File: config.mk
export PLATFORM = sky130hd
export DESIGN_NAME = modbus_rtu_frame_parser
export DESIGN_NICKNAME = d
export VERILOG_FILES = /design/src/sv/mrfp_pkg.sv /design/src/sv/mrfp_fifo.sv /design/src/sv/mrfp_parser.sv /design/src/sv/modbus_rtu_frame_parser.sv
export SDC_FILE = /design/constraint.sdc
export NUM_CORES = 1
export LEC_CHECK = 0
export ABC_AREA = 1
export BUFFER_PORTS_ARGS = -buffer_cell sky130_fd_sc_hd__buf_4
export CAP_MARGIN = 25
export CORE_UTILIZATION = 44
export DETAILED_ROUTE_END_ITERATION = 7
export PLACE_DENSITY_LB_ADDON = 0.25
export SKIP_CTS_REPAIR_TIMING = 1
export SYNTH_ARGS = -nofsm -noshare
export SYNTH_HDL_FRONTEND = slang
export SYNTH_HIERARCHICAL = 1
export SYNTH_SLANG_ARGS = --single-unit
File: constraint.sdc
create_clock -name clk -period 8.3 [get_ports clk]
set_clock_uncertainty 0.2 [all_clocks]
set_input_delay 2.49 -clock clk [delete_from_list [all_inputs] [get_ports clk]]
set_output_delay 2.49 -clock clk [all_outputs]
set_load 0.01 [all_outputs]
File: src/sv/mrfp_pkg.sv
// Shared types, constants and the CRC-16/Modbus byte update for the RTU frame parser.
`timescale 1ns / 1ps

package mrfp_pkg;

    localparam int unsigned FIFO_DEPTH = 4;

    localparam logic [15:0] CRC_INIT = 16'hFFFF;
    localparam logic [15:0] CRC_POLY = 16'hA001;

    localparam logic KIND_WORD    = 1'b0;
    localparam logic KIND_SUMMARY = 1'b1;

    // position counter covers 3 header bytes, up to 255 data bytes, 2 CRC bytes
    localparam int unsigned POS_W = 9;

    // byte handed from the receive queue to the parser
    typedef struct packed {
        logic       valid;
        logic [7:0] data;
    } byte_item_t;

    // one reflected CRC-16 byte update, eight shift steps
    function automatic logic [15:0] crc_update(input logic [15:0] crc, input logic [7:0] b);
        logic [15:0] c;
        c = crc ^ {8'h00, b};
        for (int i = 0; i < 8; i++) begin
            if (c[0])
                c = (c >> 1) ^ CRC_POLY;
            else
                c = c >> 1;
        end
        return c;
    endfunction

endpackage

File: src/sv/mrfp_fifo.sv
// Receive queue: small register FIFO that decouples byte intake from parsing.
`timescale 1ns / 1ps

module mrfp_fifo #(
    parameter int unsigned DEPTH = mrfp_pkg::FIFO_DEPTH
) (
    input  logic                   clk,
    input  logic                   rst_n,
    input  logic                   in_valid,
    output logic                   in_ready,
    input  logic [7:0]             rx_byte,
    output mrfp_pkg::byte_item_t   head,
    input  logic                   pop
);
    import mrfp_pkg::*;

    localparam int unsigned PTR_W = (DEPTH > 1) ? $clog2(DEPTH) : 1;
    localparam int unsigned CNT_W = $clog2(DEPTH + 1);

    logic [7:0]       mem_reg [DEPTH];
    logic [PTR_W-1:0] wr_ptr_reg, wr_ptr_next;
    logic [PTR_W-1:0] rd_ptr_reg, rd_ptr_next;
    logic [CNT_W-1:0] count_reg, count_next;
    logic             push;
    logic             do_pop;

    assign in_ready = (count_reg != CNT_W'(DEPTH));
    assign push     = in_valid && in_ready;
    assign do_pop   = pop && (count_reg != '0);

    assign head.valid = (count_reg != '0);
    assign head.data  = mem_reg[rd_ptr_reg];

    always_comb
    begin
        wr_ptr_next = wr_ptr_reg;
        rd_ptr_next = rd_ptr_reg;
        if (push)
            wr_ptr_next = (wr_ptr_reg == PTR_W'(DEPTH - 1)) ? '0 : wr_ptr_reg + 1'b1;
        if (do_pop)
            rd_ptr_next = (rd_ptr_reg == PTR_W'(DEPTH - 1)) ? '0 : rd_ptr_reg + 1'b1;
        count_next = count_reg + CNT_W'(push) - CNT_W'(do_pop);
    end

    always_ff @(posedge clk or negedge rst_n)
    begin
        if (!rst_n)
        begin
            wr_ptr_reg <= '0;
            rd_ptr_reg <= '0;
            count_reg  <= '0;
        end
        else
        begin
            wr_ptr_reg <= wr_ptr_next;
            rd_ptr_reg <= rd_ptr_next;
            count_reg  <= count_next;
        end
    end

    always_ff @(posedge clk)
    begin
        if (push)
            mem_reg[wr_ptr_reg] <= rx_byte;
    end

    a_count_bound: assert property (@(posedge clk) disable iff (!rst_n)
        count_reg <= CNT_W'(DEPTH))
        else $error("fifo count above depth");
    a_pop_nonempty: assert property (@(posedge clk) disable iff (!rst_n)
        pop |-> head.valid)
        else $error("pop from empty fifo");
    a_count_track: assert property (@(posedge clk) disable iff (!rst_n)
        (push && !do_pop) |=> count_reg == $past(count_reg) + 1'b1)
        else $error("fifo count missed a push");

endmodule

File: src/sv/mrfp_parser.sv
// Frame parser: per-byte state machine, CRC-16 check and registered result stage.
`timescale 1ns / 1ps

module mrfp_parser (
    input  logic                 clk,
    input  logic                 rst_n,
    input  mrfp_pkg::byte_item_t head,
    output logic                 pop,
    output logic                 out_valid,
    input  logic                 out_ready,
    output logic                 result_kind,
    output logic [7:0]           node_id,
    output logic [7:0]           function_code,
    output logic [15:0]          register_number,
    output logic [15:0]          word_value,
    output logic                 is_answer,
    output logic                 crc_ok,
    output logic [15:0]          computed_crc,
    output logic [15:0]          received_crc
);
    import mrfp_pkg::*;

    // parse state
    logic             answer_mode_reg, answer_mode_next;
    logic [POS_W-1:0] pos_reg, pos_next;
    logic [7:0]       node_reg, node_next;
    logic [7:0]       func_reg, func_next;
    logic [15:0]      start_reg, start_next;
    logic [15:0]      count_reg, count_next;
    logic [15:0]      crc_reg, crc_next;
    logic [15:0]      crc_hold_reg, crc_hold_next;
    logic [7:0]       pending_reg, pending_next;
    logic [6:0]       widx_reg, widx_next;

    // result stage
    logic             out_valid_reg;
    logic             kind_reg, kind_next;
    logic [7:0]       o_node_reg, o_func_reg;
    logic [15:0]      o_regnum_reg, o_regnum_next;
    logic [15:0]      o_value_reg, o_value_next;
    logic             o_answer_reg, o_answer_next;
    logic             o_ok_reg, o_ok_next;
    logic [15:0]      o_comp_reg, o_comp_next;
    logic [15:0]      o_recv_reg, o_recv_next;

    logic             fire;
    logic             emit;
    logic [7:0]       b;
    logic [15:0]      crc_b;
    logic [15:0]      recv;
    logic [POS_W-1:0] data_end;

    assign fire  = head.valid && (!out_valid_reg || out_ready);
    assign pop   = fire;
    assign b     = head.data;
    assign crc_b = crc_update(crc_reg, b);
    assign recv  = {b, pending_reg};
    assign data_end = POS_W'(count_reg[7:0]) + POS_W'(3);

    always_comb
    begin
        answer_mode_next = answer_mode_reg;
        pos_next         = pos_reg;
        node_next        = node_reg;
        func_next        = func_reg;
        start_next       = start_reg;
        count_next       = count_reg;
        crc_next         = crc_reg;
        crc_hold_next    = crc_hold_reg;
        pending_next     = pending_reg;
        widx_next        = widx_reg;
        emit             = 1'b0;
        kind_next        = KIND_WORD;
        o_regnum_next    = start_reg;
        o_value_next     = count_reg;
        o_answer_next    = answer_mode_reg;
        o_ok_next        = 1'b0;
        o_comp_next      = '0;
        o_recv_next      = '0;

        if (pos_reg == POS_W'(0))
        begin
            node_next = b;
            crc_next  = crc_update(CRC_INIT, b);
            pos_next  = POS_W'(1);
        end
        else if (pos_reg == POS_W'(1))
        begin
            func_next = b;
            crc_next  = crc_b;
            pos_next  = POS_W'(2);
        end
        else if (!answer_mode_reg)
        begin
            unique case (pos_reg)
                POS_W'(2), POS_W'(4):
                begin
                    pending_next = b;
                    crc_next     = crc_b;
                    pos_next     = pos_reg + 1'b1;
                end
                POS_W'(3):
                begin
                    start_next = {pending_reg, b};
                    crc_next   = crc_b;
                    pos_next   = POS_W'(4);
                end
                POS_W'(5):
                begin
                    count_next = {pending_reg, b};
                    crc_next   = crc_b;
                    pos_next   = POS_W'(6);
                end
                POS_W'(6):
                begin
                    crc_hold_next = crc_reg;
                    pending_next  = b;
                    pos_next      = POS_W'(7);
                end
                default:
                begin
                    emit             = 1'b1;
                    kind_next        = KIND_SUMMARY;
                    o_regnum_next    = start_reg;
                    o_value_next     = count_reg;
                    o_answer_next    = 1'b0;
                    o_ok_next        = (crc_hold_reg == recv);
                    o_comp_next      = crc_hold_reg;
                    o_recv_next      = recv;
                    answer_mode_next = 1'b1;
                    pos_next         = '0;
                end
            endcase
        end
        else if (pos_reg == POS_W'(2))
        begin
            crc_next = crc_b;
            pos_next = POS_W'(3);
            if (b == 8'h00)
            begin
                // zero byte count: not an answer, continue as request
                answer_mode_next = 1'b0;
                pending_next     = 8'h00;
            end
            else
            begin
                count_next = {8'h00, b};
                widx_next  = '0;
            end
        end
        else if (pos_reg < data_end)
        begin
            crc_next = crc_b;
            pos_next = pos_reg + 1'b1;
            if (pos_reg[0])
                pending_next = b;
            else
            begin
                emit          = 1'b1;
                kind_next     = KIND_WORD;
                o_regnum_next = start_reg + {9'd0, widx_reg};
                o_value_next  = {pending_reg, b};
                o_answer_next = 1'b1;
                widx_next     = widx_reg + 1'b1;
            end
        end
        else if (pos_reg == data_end)
        begin
            crc_hold_next = crc_reg;
            pending_next  = b;
            pos_next      = pos_reg + 1'b1;
        end
        else
        begin
            emit             = 1'b1;
            kind_next        = KIND_SUMMARY;
            o_regnum_next    = start_reg;
            o_value_next     = {8'h00, count_reg[7:0]};
            o_answer_next    = 1'b1;
            o_ok_next        = (crc_hold_reg == recv);
            o_comp_next      = crc_hold_reg;
            o_recv_next      = recv;
            answer_mode_next = 1'b0;
            pos_next         = '0;
        end
    end

    always_ff @(posedge clk or negedge rst_n)
    begin
        if (!rst_n)
        begin
            answer_mode_reg <= 1'b0;
            pos_reg         <= '0;
            node_reg        <= '0;
            func_reg        <= '0;
            start_reg       <= '0;
            count_reg       <= '0;
            crc_reg         <= CRC_INIT;
            crc_hold_reg    <= CRC_INIT;
            pending_reg     <= '0;
            widx_reg        <= '0;
            out_valid_reg   <= 1'b0;
        end
        else
        begin
            if (fire)
            begin
                answer_mode_reg <= answer_mode_next;
                pos_reg         <= pos_next;
                node_reg        <= node_next;
                func_reg        <= func_next;
                start_reg       <= start_next;
                count_reg       <= count_next;
                crc_reg         <= crc_next;
                crc_hold_reg    <= crc_hold_next;
                pending_reg     <= pending_next;
                widx_reg        <= widx_next;
            end
            if (fire && emit)
                out_valid_reg <= 1'b1;
            else if (out_ready)
                out_valid_reg <= 1'b0;
        end
    end

    always_ff @(posedge clk)
    begin
        if (fire && emit)
        begin
            kind_reg     <= kind_next;
            o_node_reg   <= node_reg;
            o_func_reg   <= func_reg;
            o_regnum_reg <= o_regnum_next;
            o_value_reg  <= o_value_next;
            o_answer_reg <= o_answer_next;
            o_ok_reg     <= o_ok_next;
            o_comp_reg   <= o_comp_next;
            o_recv_reg   <= o_recv_next;
        end
    end

    assign out_valid       = out_valid_reg;
    assign result_kind     = kind_reg;
    assign node_id         = o_node_reg;
    assign function_code   = o_func_reg;
    assign register_number = o_regnum_reg;
    assign word_value      = o_value_reg;
    assign is_answer       = o_answer_reg;
    assign crc_ok          = o_ok_reg;
    assign computed_crc    = o_comp_reg;
    assign received_crc    = o_recv_reg;

    // 255 data bytes put the second CRC byte at position 259
    a_pos_bound: assert property (@(posedge clk) disable iff (!rst_n)
        pos_reg <= POS_W'(259))
        else $error("frame position out of range");
    a_req_pos: assert property (@(posedge clk) disable iff (!rst_n)
        !answer_mode_reg |-> pos_reg <= POS_W'(7))
        else $error("request position past trailer");
    a_word_fields: assert property (@(posedge clk) disable iff (!rst_n)
        (out_valid_reg && kind_reg == KIND_WORD) |->
            (o_answer_reg && !o_ok_reg && o_comp_reg == '0 && o_recv_reg == '0))
        else $error("data word carries summary fields");
    a_summary_restart: assert property (@(posedge clk) disable iff (!rst_n)
        (fire && emit && kind_next == KIND_SUMMARY) |=> pos_reg == '0)
        else $error("frame did not restart after summary");

endmodule

File: src/sv/modbus_rtu_frame_parser.sv
// Top level of the Modbus RTU frame parser: receive queue feeding the frame parser.
`timescale 1ns / 1ps

// Passive Modbus RTU frame parser. Bytes sniffed from the bus enter on the
// rx_byte channel, one per transaction, and are parsed alternately as a request
// (ID, function, start register, register count, CRC) and an answer (ID,
// function, byte count N, N data bytes, CRC), starting with a request after
// reset. Each full data word of an answer comes out as one result transaction
// (result_kind 0) numbered from the start register of the preceding request;
// the second CRC byte of every frame produces a summary (result_kind 1) with
// the CRC-16/Modbus check. An answer with byte count zero is taken as a request.
// Rate: one byte per clock sustained while out_ready is high. The byte-wide CRC
// update and position decode sit between the queue head and the result
// register; the result register is a single stage, so a stalled out_ready
// backs bytes up into the FIFO_DEPTH-entry receive queue, which keeps in_ready
// high until it fills. A byte that completes a result is registered in the
// receive queue and then in the result register, which raises out_valid.

module modbus_rtu_frame_parser #(
    parameter int unsigned FIFO_DEPTH = mrfp_pkg::FIFO_DEPTH
) (
    input  logic        clk,
    input  logic        rst_n,
    input  logic        in_valid,
    output logic        in_ready,
    input  logic [7:0]  rx_byte,
    output logic        out_valid,
    input  logic        out_ready,
    output logic        result_kind,
    output logic [7:0]  node_id,
    output logic [7:0]  function_code,
    output logic [15:0] register_number,
    output logic [15:0] word_value,
    output logic        is_answer,
    output logic        crc_ok,
    output logic [15:0] computed_crc,
    output logic [15:0] received_crc
);
    import mrfp_pkg::*;

    byte_item_t head;
    logic       pop;

    // front: byte intake queue
    mrfp_fifo #(
        .DEPTH (FIFO_DEPTH)
    ) u_fifo (
        .clk      (clk),
        .rst_n    (rst_n),
        .in_valid (in_valid),
        .in_ready (in_ready),
        .rx_byte  (rx_byte),
        .head     (head),
        .pop      (pop)
    );

    // back: frame state, CRC and result register
    mrfp_parser u_parser (
        .clk             (clk),
        .rst_n           (rst_n),
        .head            (head),
        .pop             (pop),
        .out_valid       (out_valid),
        .out_ready       (out_ready),
        .result_kind     (result_kind),
        .node_id         (node_id),
        .function_code   (function_code),
        .register_number (register_number),
        .word_value      (word_value),
        .is_answer       (is_answer),
        .crc_ok          (crc_ok),
        .computed_crc    (computed_crc),
        .received_crc    (received_crc)
    );

endmodule
==> flow_summary.yaml, run 1 <==
global_route:
  antenna_found_initial: 0
  grt_pass1_wl_um: 39250
  globalRouteOverflowTotal: 0
  grtUsageTotal: 0.1918
  grt_pass1_vias: 7391
  grt_start_max_net_pins: 84
timing:
  finalSetupViolations: 0
  period_share: 0.5383
  max_freq_mhz: 223.8
  fin_crit_ns: 4.468
  holdWs_ns: 0.2483
  setup_ws_ns: 3.832
  grt_setup_unrepaired: "no"
  hold_viol_final: 0
  final.setup.tns_ns: 0
  drv_slew: 0
  tightest_slew_ns: 0.9827
  max_slew_margin: 0.3449
clock_tree:
  htree_levels: 1
  clock_sinks: 228
  clk_path_buf_depth: 3
  clk_latency_ns: 0.52
  clockRootBuffer: "clkbuf_16"
  clkTransAtPathRegs_ns: 0.06
  numCtsBuffers: 25
  tritoncts: "built"
route:
  initialDrtViolationCount: 604
  drt_pre_antenna_iters: 6
  wl_per_cell_um: 16.14
  drcViolationCount: 0
  routed_wl_um: 24480
  antenna_left: 0
  vias: 7831
  viasPerCell: 5.162
worst_setup_path:
  ff2ff_path_depth: 13
  worstSetupPathType: "in2reg"
  worstReg2RegStart: "u_fifo/rd_ptr_reg[0]$_DFFE_PN0P_"
  crit_path_end_kind: "register"
  cp.arrival_ns: 4.68
  cp-start-kind: "input port"
  crit_fanout: 13
  crit_start: "out_ready"
  cp_data_required_time_ns: 8.51
floorplan:
  die_w_um: 160.6
  dieArea_um2: 25800
  core_area_um2: 24460
  chipHeight_um: 160.6
  initial_core_util: 0.4525
  io_pins: 97
  placementRows: 57
place:
  pre_cts_slack_ns: 3.327
  gp_congestion: 0.8866
  hpwl_um: 16980
  portBuffers: 96
logic_synthesis:
  yosysTopAreaCell: "edfxtp_1"
  syn_area_per_cell_um2: 10.22
  syn-num-nets: 1130
  yosys.area_share.xor_xnor: 0.04826
  synthMuxAreaShare: 0
  postSynth.asyncResetShare: 0.4956
  yosys_warnings: 6
  synthDominantCellAreaShare: 0.3120
  synthAdderAreaFrac: 0.04092
  synth-main-ff-cell: "edfxtp_1"
  yosysSeqAreaShare: 0.5710
  synth_cell_types: 53
  synth_top_family_by_area: "simple AND/OR/NAND/NOR gates"
  synth_compound_area_frac: 0.1082
  synth_edf_count: 115
  ys_seq_elements: 228
  yosys.area_share.simple: 0.1616
  synthesis.area_um2: 11070
  syn_inst: 1083
  synthTopCellsByArea: "edfxtp_1 (31%), dfrtp_1 (18%), dfstp_2 (7.6%), nand2_1 (7.1%), o21ai_0 (4.5%)"
final_layout:
  drive_gt1_frac: 0.1903
  diodes: 0
  syn_to_final_growth_pct: 15.25
  nets: 1221
  fin_util: 0.5215
  largest_reg_flops: 32
hold_path:
  worst_hold_path_type: "reg2reg"
  worstHoldPathCells: 0
  hold_start: "u_parser/node_reg[2]$_DFFE_PN0P_"
run:
  cap_violations: 0
outcome:
  outcome: "complete, no violations"
## cells by family (layout without fill, tap and decap cells)
kind of cell / after synthesis / count (layout)
AOI/OAI and AO/OA: 209 / 209
xor gates and xnor gates: 61 / 61
adders and majority gates: 35 / 35
buffers and inverters: 171 / 281
DFF: 228 / 228
and+or+nand+nor: 379 / 379
## path summary, 6_finish.rpt
path                       slack [ns]                            endpoint
min in group asynchronous        1.83    u_parser/func_reg[7]$_DFFE_PN0P_
min reg2reg                      0.25       u_parser/node_id[2]$_DFFE_PP_
max                              3.83       u_fifo/count_reg[1]$_DFF_PN0_
max reg2reg                      4.45    u_parser/crc_reg[15]$_DFFE_PN1P_
min                              0.25       u_parser/node_id[2]$_DFFE_PP_
max in group asynchronous        4.80  u_parser/start_reg[15]$_DFFE_PN0P_
## metal layers
metal,vias to the layer above,GRT usage,routed length (um)
li1,3823,-,-
met1,3744,0.2806,11510
met2,231,0.2959,10910
met3,33,0.02893,1569
met4,0,0.05455,493
met5,-,0,0
## placed cells by master, fill, tap and decap left out, types with 3 or more instances in the layout
master | synthesis | layout
edfxtp_1 | 115 | 115
or2_2 | 3 | 3
buf_4 | 2 | 98
nand2_2 | 12 | 12
xnor2_1 | 18 | 18
nor2_4 | 10 | 11
nor2_2 | 8 | 8
clkinv_1 | 1 | 7
o21ai_0 | 99 | 99
dfstp_2 | 32 | 32
a21oi_1 | 18 | 18
clkbuf_1 | 8 | 9
o211ai_1 | 20 | 20
inv_2 | 10 | 10
o211ai_2 | 3 | 3
o31ai_1 | 9 | 9
o22ai_1 | 9 | 9
nand2_4 | 4 | 4
dfrtp_1 | 81 | 81
o21ai_1 | 36 | 36
nand3_1 | 46 | 46
nor2_1 | 54 | 53
nor4_1 | 5 | 5
a221oi_1 | 3 | 3
clkbuf_16 | 0 | 25
nor3_1 | 7 | 7
xor2_1 | 43 | 43
inv_4 | 3 | 3
inv_1 | 120 | 120
nand4_1 | 11 | 11
nand2_1 | 210 | 210
nand2_8 | 4 | 4
ha_1 | 33 | 33
## through the flow
step,instances,cell area [um^2]
5_1_grt,1517,12760
3_5_place_dp,1469,11960
2_1_floorplan,1083,11070
6_report,1517,12760
3_3_place_gp,1469,11960
4_1_cts,1515,12710
## cell usage after synthesis (10+ instances only)
master	count
o21ai_0	99
nor2_4	10
edfxtp_1	115
buf_2	12
nand2_1	210
nand4_1	11
nand3_1	46
dfrtp_1	81
a21oi_1	18
dfstp_2	32
o211ai_1	20
ha_1	33
o21ai_1	36
inv_1	120
nand2_2	12
xnor2_1	18
nor2_1	54
xor2_1	43
inv_2	10
## worst max-delay path, cell delays in order
cell	delay, ns
buf_4	0.12
o21ai_1	0.43
inv_1	0.40
nand2_2	0.19
inv_1	0.05
ha_1	0.26
inv_1	0.05
ha_1	0.13
inv_1	0.05
fa_1	0.47
inv_1	0.04
## area by class of cell
| class | instances | area [um^2] |
|---|---|---|
| multi-input combinational | 684 | 3981 |
| inverter | 135 | 519.2 |
| fill | 2236 | 11710 |
| clock inverter | 11 | 78.83 |
| tap | 324 | 405.4 |
| timing repair buffer | 100 | 778.2 |
| sequential | 228 | 6321 |
| clock buffer | 35 | 673.1 |
Power of run 1 is not shown: default switching activity piles up to over one toggle a cycle in this logic, so the estimate is an artifact.
==> run 2, diff against run 1 <==
==> constraint.sdc (replaced) <==
create_clock -name clk -period 4 [get_ports clk]
set_clock_uncertainty 0.2 [all_clocks]
set_input_delay 1.2 -clock clk [delete_from_list [all_inputs] [get_ports clk]]
set_output_delay 1.2 -clock clk [all_outputs]
set_load 0.01 [all_outputs]
==> run 2 against run 1 <==
- first-iteration DRC count down 8.6%
- register-to-register slack worse by 3.9 ns
- final cell count up 1.5%
- sequential cell count unchanged
- die area unchanged
- core utilization up 1.4 points
- clock-buffer cell count unchanged
- via count down 1.3%
- critical endpoint is now u_parser/register_number[4]$_DFFE_PP_
- highest routed layer is now met5
==> flow_summary.yaml, run 2 (same netlist as run 1, synthesis figures left out) <==
outcome:
  outcome: "complete, no violations"
floorplan:
  core_area_um2: 24460
  initial_core_util: 0.4525
  io_pins: 97
  dieArea_um2: 25800
  placementRows: 57
  die_w_um: 160.6
  chipHeight_um: 160.6
clock_tree:
  clockRootBuffer: "clkbuf_16"
  clock_sinks: 228
  clkTransAtPathRegs_ns: 0.06
  tritoncts: "built"
  clk_latency_ns: 0.54
  clk_path_buf_depth: 3
  numCtsBuffers: 26
  htree_levels: 1
worst_setup_path:
  worstReg2RegStart: "u_parser/count_reg[0]$_DFFE_PN0P_"
  cp_data_required_time_ns: 4.04
  crit_path_end_kind: "register"
  cp_cell_sequence: "inv_2 > ha_2 > nor2_2 > nand4_1 > nor2_1 > nand2_1 > ha_4 > nand2_1 > nor3_1 > and2_1 > nor2_1 > nand2_2 > nand2_2 > inv_2 > nand2_4 > nand2_4 > a21oi_1 > nor2_4 > buf_12"
  rr_endpoint: "u_parser/register_number[4]$_DFFE_PP_"
  cp.arrival_ns: 3.49
  rrSetupSlack_ns: 0.55
  cp-start-kind: "register"
  crit_fanout: 25
  slowest_stage: "dfrtp_1"
  cpPeakStageDelay_ns: 0.40
  ff2ff_path_depth: 19
  worstSetupPathType: "reg2reg"
route:
  wl_per_cell_um: 16.14
  initialDrtViolationCount: 552
  drt_pre_antenna_iters: 5
  drcViolationCount: 0
  routed_wl_um: 24830
  antenna_left: 0
  viasPerCell: 5.023
  vias: 7730
timing:
  period_share: 0.8621
  max_freq_mhz: 290.0
  hold_viol_final: 0
  fin_crit_ns: 3.448
  drv_slew: 0
  tightest_slew_ns: 0.6359
  max_slew_margin: 0.5761
  final.setup.tns_ns: 0
  grt_setup_unrepaired: "no"
  finalSetupViolations: 0
hold_path:
  hold_start: "u_parser/func_reg[2]$_DFFE_PN0P_"
  worstHoldPathCells: 0
  worst_hold_path_type: "reg2reg"
  whs_endpoint: "u_parser/function_code[2]$_DFFE_PP_"
final_layout:
  multi_input_area_um2: 4023
  syn_to_final_growth_pct: 18.37
  ff_latch_area_um2: 6321
  nets: 1242
  largest_reg_flops: 32
  layout_common_cells: "nand2_1 (209), inv_1 (119), buf_4 (115), edfxtp_1 (115), o21ai_0 (99)"
  drive_gt1_frac: 0.2181
  diodes: 0
  layout_commonest_cell: "nand2_1"
  fill_cells: 2183
place:
  hpwl_um: 17360
  gp_congestion: 0.8640
  portBuffers: 96
global_route:
  grt_pass1_vias: 7405
  grt_start_max_net_pins: 114
  globalRouteOverflowTotal: 0
  grt_pass1_wl_um: 39480
  antenna_found_initial: 2
  grtUsageTotal: 0.1952
run:
  cap_violations: 0
## run 2: cell count changes in the layout (fill, tap and decap cells not counted), moves of 2 or more
cell       change
clkbuf_8       +2
clkbuf_1       -3
ha_1           -2
clkinv_1       -5
buf_12         +5
bufinv_16      +2
clkinv_2       +4
buf_4         +17
nor2_1         -2
## run 2: cell type report
type,count,area share
inverters,135,0.03963
clock inverters,13,0.01194
repair buffers,120,0.07353
well taps,324,0.03094
multi-input cells,684,0.3070
clock buffers,35,0.05453
flip-flops and latches,228,0.4824
## run 2: worst max-delay path by stage
stage / startpoint / cells after the start / endpoint
5_1_grt: u_parser/count_reg[0]$_DFFE_PN0P_ / 19 / u_parser/register_number[7]$_DFFE_PP_
3_5_place_dp: u_parser/count_reg[0]$_DFFE_PN0P_ / 19 / u_parser/register_number[2]$_DFFE_PP_
4_1_cts: u_parser/count_reg[0]$_DFFE_PN0P_ / 19 / u_parser/register_number[10]$_DFFE_PP_
2_1_floorplan: u_parser/count_reg[0]$_DFFE_PN0P_ / 18 / u_parser/computed_crc[0]$_SDFFCE_PP0P_
3_3_place_gp: u_parser/count_reg[0]$_DFFE_PN0P_ / 19 / u_parser/register_number[1]$_DFFE_PP_
6_report: u_parser/count_reg[0]$_DFFE_PN0P_ / 19 / u_parser/register_number[4]$_DFFE_PP_
## run 2: per-layer routing
layer,routed length (um),track usage,vias up
met5,9,0,-
met4,660,0.06277,2
met3,1547,0.03435,36
met2,10960,0.3048,232
met1,11650,0.2762,3601
li1,-,-,3859
## run 2: metrics by stage
step / worst slack [ns] / util / hold WS, ns / cell area (um^2) / cells
3_5_place_dp: 0.5737 / 0.5000 / 0.2338 / 12230 / 1491
4_1_cts: 0.5585 / 0.5356 / 0.2401 / 13100 / 1539
5_1_grt: 0.2367 / 0.5356 / 0.2530 / 13100 / 1539
2_1_floorplan: 0.004197 / - / 0.2253 / 11120 / 1083
3_3_place_gp: 0.6295 / 0.5000 / 0.2288 / 12230 / 1491
6_report: 0.5517 / 0.5356 / 0.2410 / 13100 / 1539
## run 2: critical path: cells and delay by family, from the launching register on
kind	cells	cell delay, ns
DFF	1	0.40
AOI/OAI and AO/OA	1	0.08
and+or+nand+nor	13	1.61
buffers and inverters	3	0.38
adders and majority gates	2	0.48
Power of run 2 is left out for the same reason.
==> run 3, diff against run 2 <==
--- a/config.mk
+++ b/config.mk
@@ -10,7 +10,6 @@
 export CAP_MARGIN = 25
 export CORE_UTILIZATION = 44
 export DETAILED_ROUTE_END_ITERATION = 7
-export PLACE_DENSITY_LB_ADDON = 0.25
 export SKIP_CTS_REPAIR_TIMING = 1
 export SYNTH_ARGS = -nofsm -noshare
 export SYNTH_HDL_FRONTEND = slang
==> run 3 against run 2 <==
- core utilization is 0.34 points lower
- die area stayed put
- global-route usage is 0.13 points higher
- fmax is 1.2% higher
- first-iteration DRC count is 17% lower
- via count is 0.44% higher
- non-clock buffer count is 5 lower
- clock-buffer cell count stayed put
- critical path type unchanged
- critical endpoint is now u_parser/register_number[9]$_DFFE_PP_
==> flow_summary.yaml, run 3 (same netlist as run 1, synthesis figures left out) <==
clock_tree:
  clock_sinks: 228
  htree_levels: 1
  clk_latency_ns: 0.54
  clk_path_buf_depth: 3
  numCtsBuffers: 26
  tritoncts: "built"
  clockRootBuffer: "clkbuf_16"
  clkTransAtPathRegs_ns: 0.06
global_route:
  globalRouteOverflowTotal: 0
  grt_start_max_net_pins: 70
  antenna_found_initial: 0
  grtUsageTotal: 0.1964
  grt_pass1_vias: 7422
  grt_pass1_wl_um: 39840
floorplan:
  io_pins: 97
  core_area_um2: 24460
  initial_core_util: 0.4525
  die_w_um: 160.6
  dieArea_um2: 25800
  chipHeight_um: 160.6
  placementRows: 57
worst_setup_path:
  crit_fanout: 69
  worstSetupPathType: "reg2reg"
  cp-start-kind: "register"
  cp_cell_sequence: "inv_2 > ha_2 > nor2_2 > nand4_1 > xor2_1 > ha_1 > nand2_1 > nor3_1 > and2_1 > nor2_1 > nand2_2 > nand2_2 > inv_2 > nand2_4 > nand2_4 > a21oi_1 > nor2_4 > buf_12"
  cp.arrival_ns: 3.39
  crit_family: "simple AND/OR/NAND/NOR gates"
  crit_path_end_kind: "register"
  cpPeakStageDelay_ns: 0.38
  cp_data_required_time_ns: 3.98
  path_buf_inv: 3
  slowest_stage: "dfrtp_1"
route:
  wl_per_cell_um: 16.28
  routed_wl_um: 24960
  viasPerCell: 5.065
  vias: 7764
  antenna_left: 0
  drcViolationCount: 0
  drt_pre_antenna_iters: 5
  initialDrtViolationCount: 457
final_layout:
  largest_reg_flops: 32
  fill_cells: 2213
  syn_to_final_growth_pct: 17.62
  drive_gt1_frac: 0.2142
  layout_commonest_cell: "nand2_1"
  nets: 1237
  layout_common_cells: "nand2_1 (209), inv_1 (119), edfxtp_1 (115)"
  diodes: 0
  fin_cells: 1533
run:
  cap_violations: 0
timing:
  fin_crit_ns: 3.407
  grt_setup_unrepaired: "no"
  drv_slew: 0
  final.setup.tns_ns: 0
  period_share: 0.8519
  hold_viol_final: 0
  finalSetupViolations: 0
  max_slew_margin: 0.4499
  max_freq_mhz: 293.5
  tightest_slew_ns: 0.8251
place:
  portBuffers: 96
  place_inst: 1486
  gp_congestion: 0.8823
  hpwl_um: 17740
hold_path:
  worst_hold_path_type: "reg2reg"
outcome:
  outcome: "complete, no violations"
## run 3: cell count changes in the layout (fill, tap and decap cells not counted)
cell / change
inv_6: +1
buf_12: -3
clkinv_4: -1
buf_4: -2
clkinvlp_4: -1
## run 3: worst paths after layout
check / startpoint / endpoint / slack [ns] / cells past startpoint
max: u_parser/count_reg[0]$_DFFE_PN0P_ / u_parser/register_number[9]$_DFFE_PP_ / 0.59 / 18
min: u_parser/func_reg[2]$_DFFE_PN0P_ / u_parser/function_code[2]$_DFFE_PP_ / 0.25 / 0
max reg2reg: u_parser/count_reg[0]$_DFFE_PN0P_ / u_parser/register_number[9]$_DFFE_PP_ / 0.59 / 18
min reg2reg: u_parser/func_reg[2]$_DFFE_PN0P_ / u_parser/function_code[2]$_DFFE_PP_ / 0.25 / 0
max in group asynchronous: rst_n / u_parser/start_reg[13]$_DFFE_PN0P_ / 2.36 / 2
min in group asynchronous: rst_n / u_parser/pos_reg[8]$_DFFE_PN0P_ / 0.45 / 1
## run 3: worst reg2reg max path, stage by stage, from the launching register on
cell,delay (ns)
dfrtp_1,0.38
inv_2,0.07
ha_2,0.20
nor2_2,0.10
nand4_1,0.12
xor2_1,0.18
ha_1,0.32
nand2_1,0.07
nor3_1,0.17
and2_1,0.14
nor2_1,0.04
nand2_2,0.15
nand2_2,0.08
inv_2,0.08
nand2_4,0.07
nand2_4,0.09
a21oi_1,0.08
nor2_4,0.17
buf_12,0.31
## run 3: routing by layer
layer | part of all wire | track usage | vias up | routed length [um]
li1 | - | - | 3871 | -
met1 | 0.48 | 0.2916 | 3673 | 12070
met2 | 0.44 | 0.3020 | 192 | 11090
met3 | 0.053 | 0.02531 | 28 | 1331
met4 | 0.019 | 0.05455 | 0 | 468
met5 | 0 | 0 | - | 0
## run 3: cell type report
cell class / instances / area, um^2 / area share
tap: 324 / 405.4 / 0.03114
timing repair buffer: 115 / 888.4 / 0.06823
clock buffer: 35 / 714.4 / 0.05487
inverter: 135 / 519.2 / 0.03988
sequential: 228 / 6321 / 0.4855
multi-input combinational: 684 / 4023 / 0.3090
clock inverter: 12 / 148.9 / 0.01144
## run 3: stage by stage
| stage | instance area (um^2) | hold slack, ns | worst slack (ns) | utilization |
|---|---|---|---|---|
| floorplan | 11120 | 0.2253 | 0.004197 | - |
| global placement | 12160 | 0.2355 | 0.6847 | 0.4970 |
| detailed placement | 12160 | 0.2317 | 0.6139 | 0.4970 |
| CTS | 13020 | 0.2466 | 0.6013 | 0.5322 |
| global route | 13020 | 0.2635 | 0.2973 | 0.5322 |
| finish | 13020 | 0.2460 | 0.5925 | 0.5322 |
Power of run 3 is left out for the same reason.
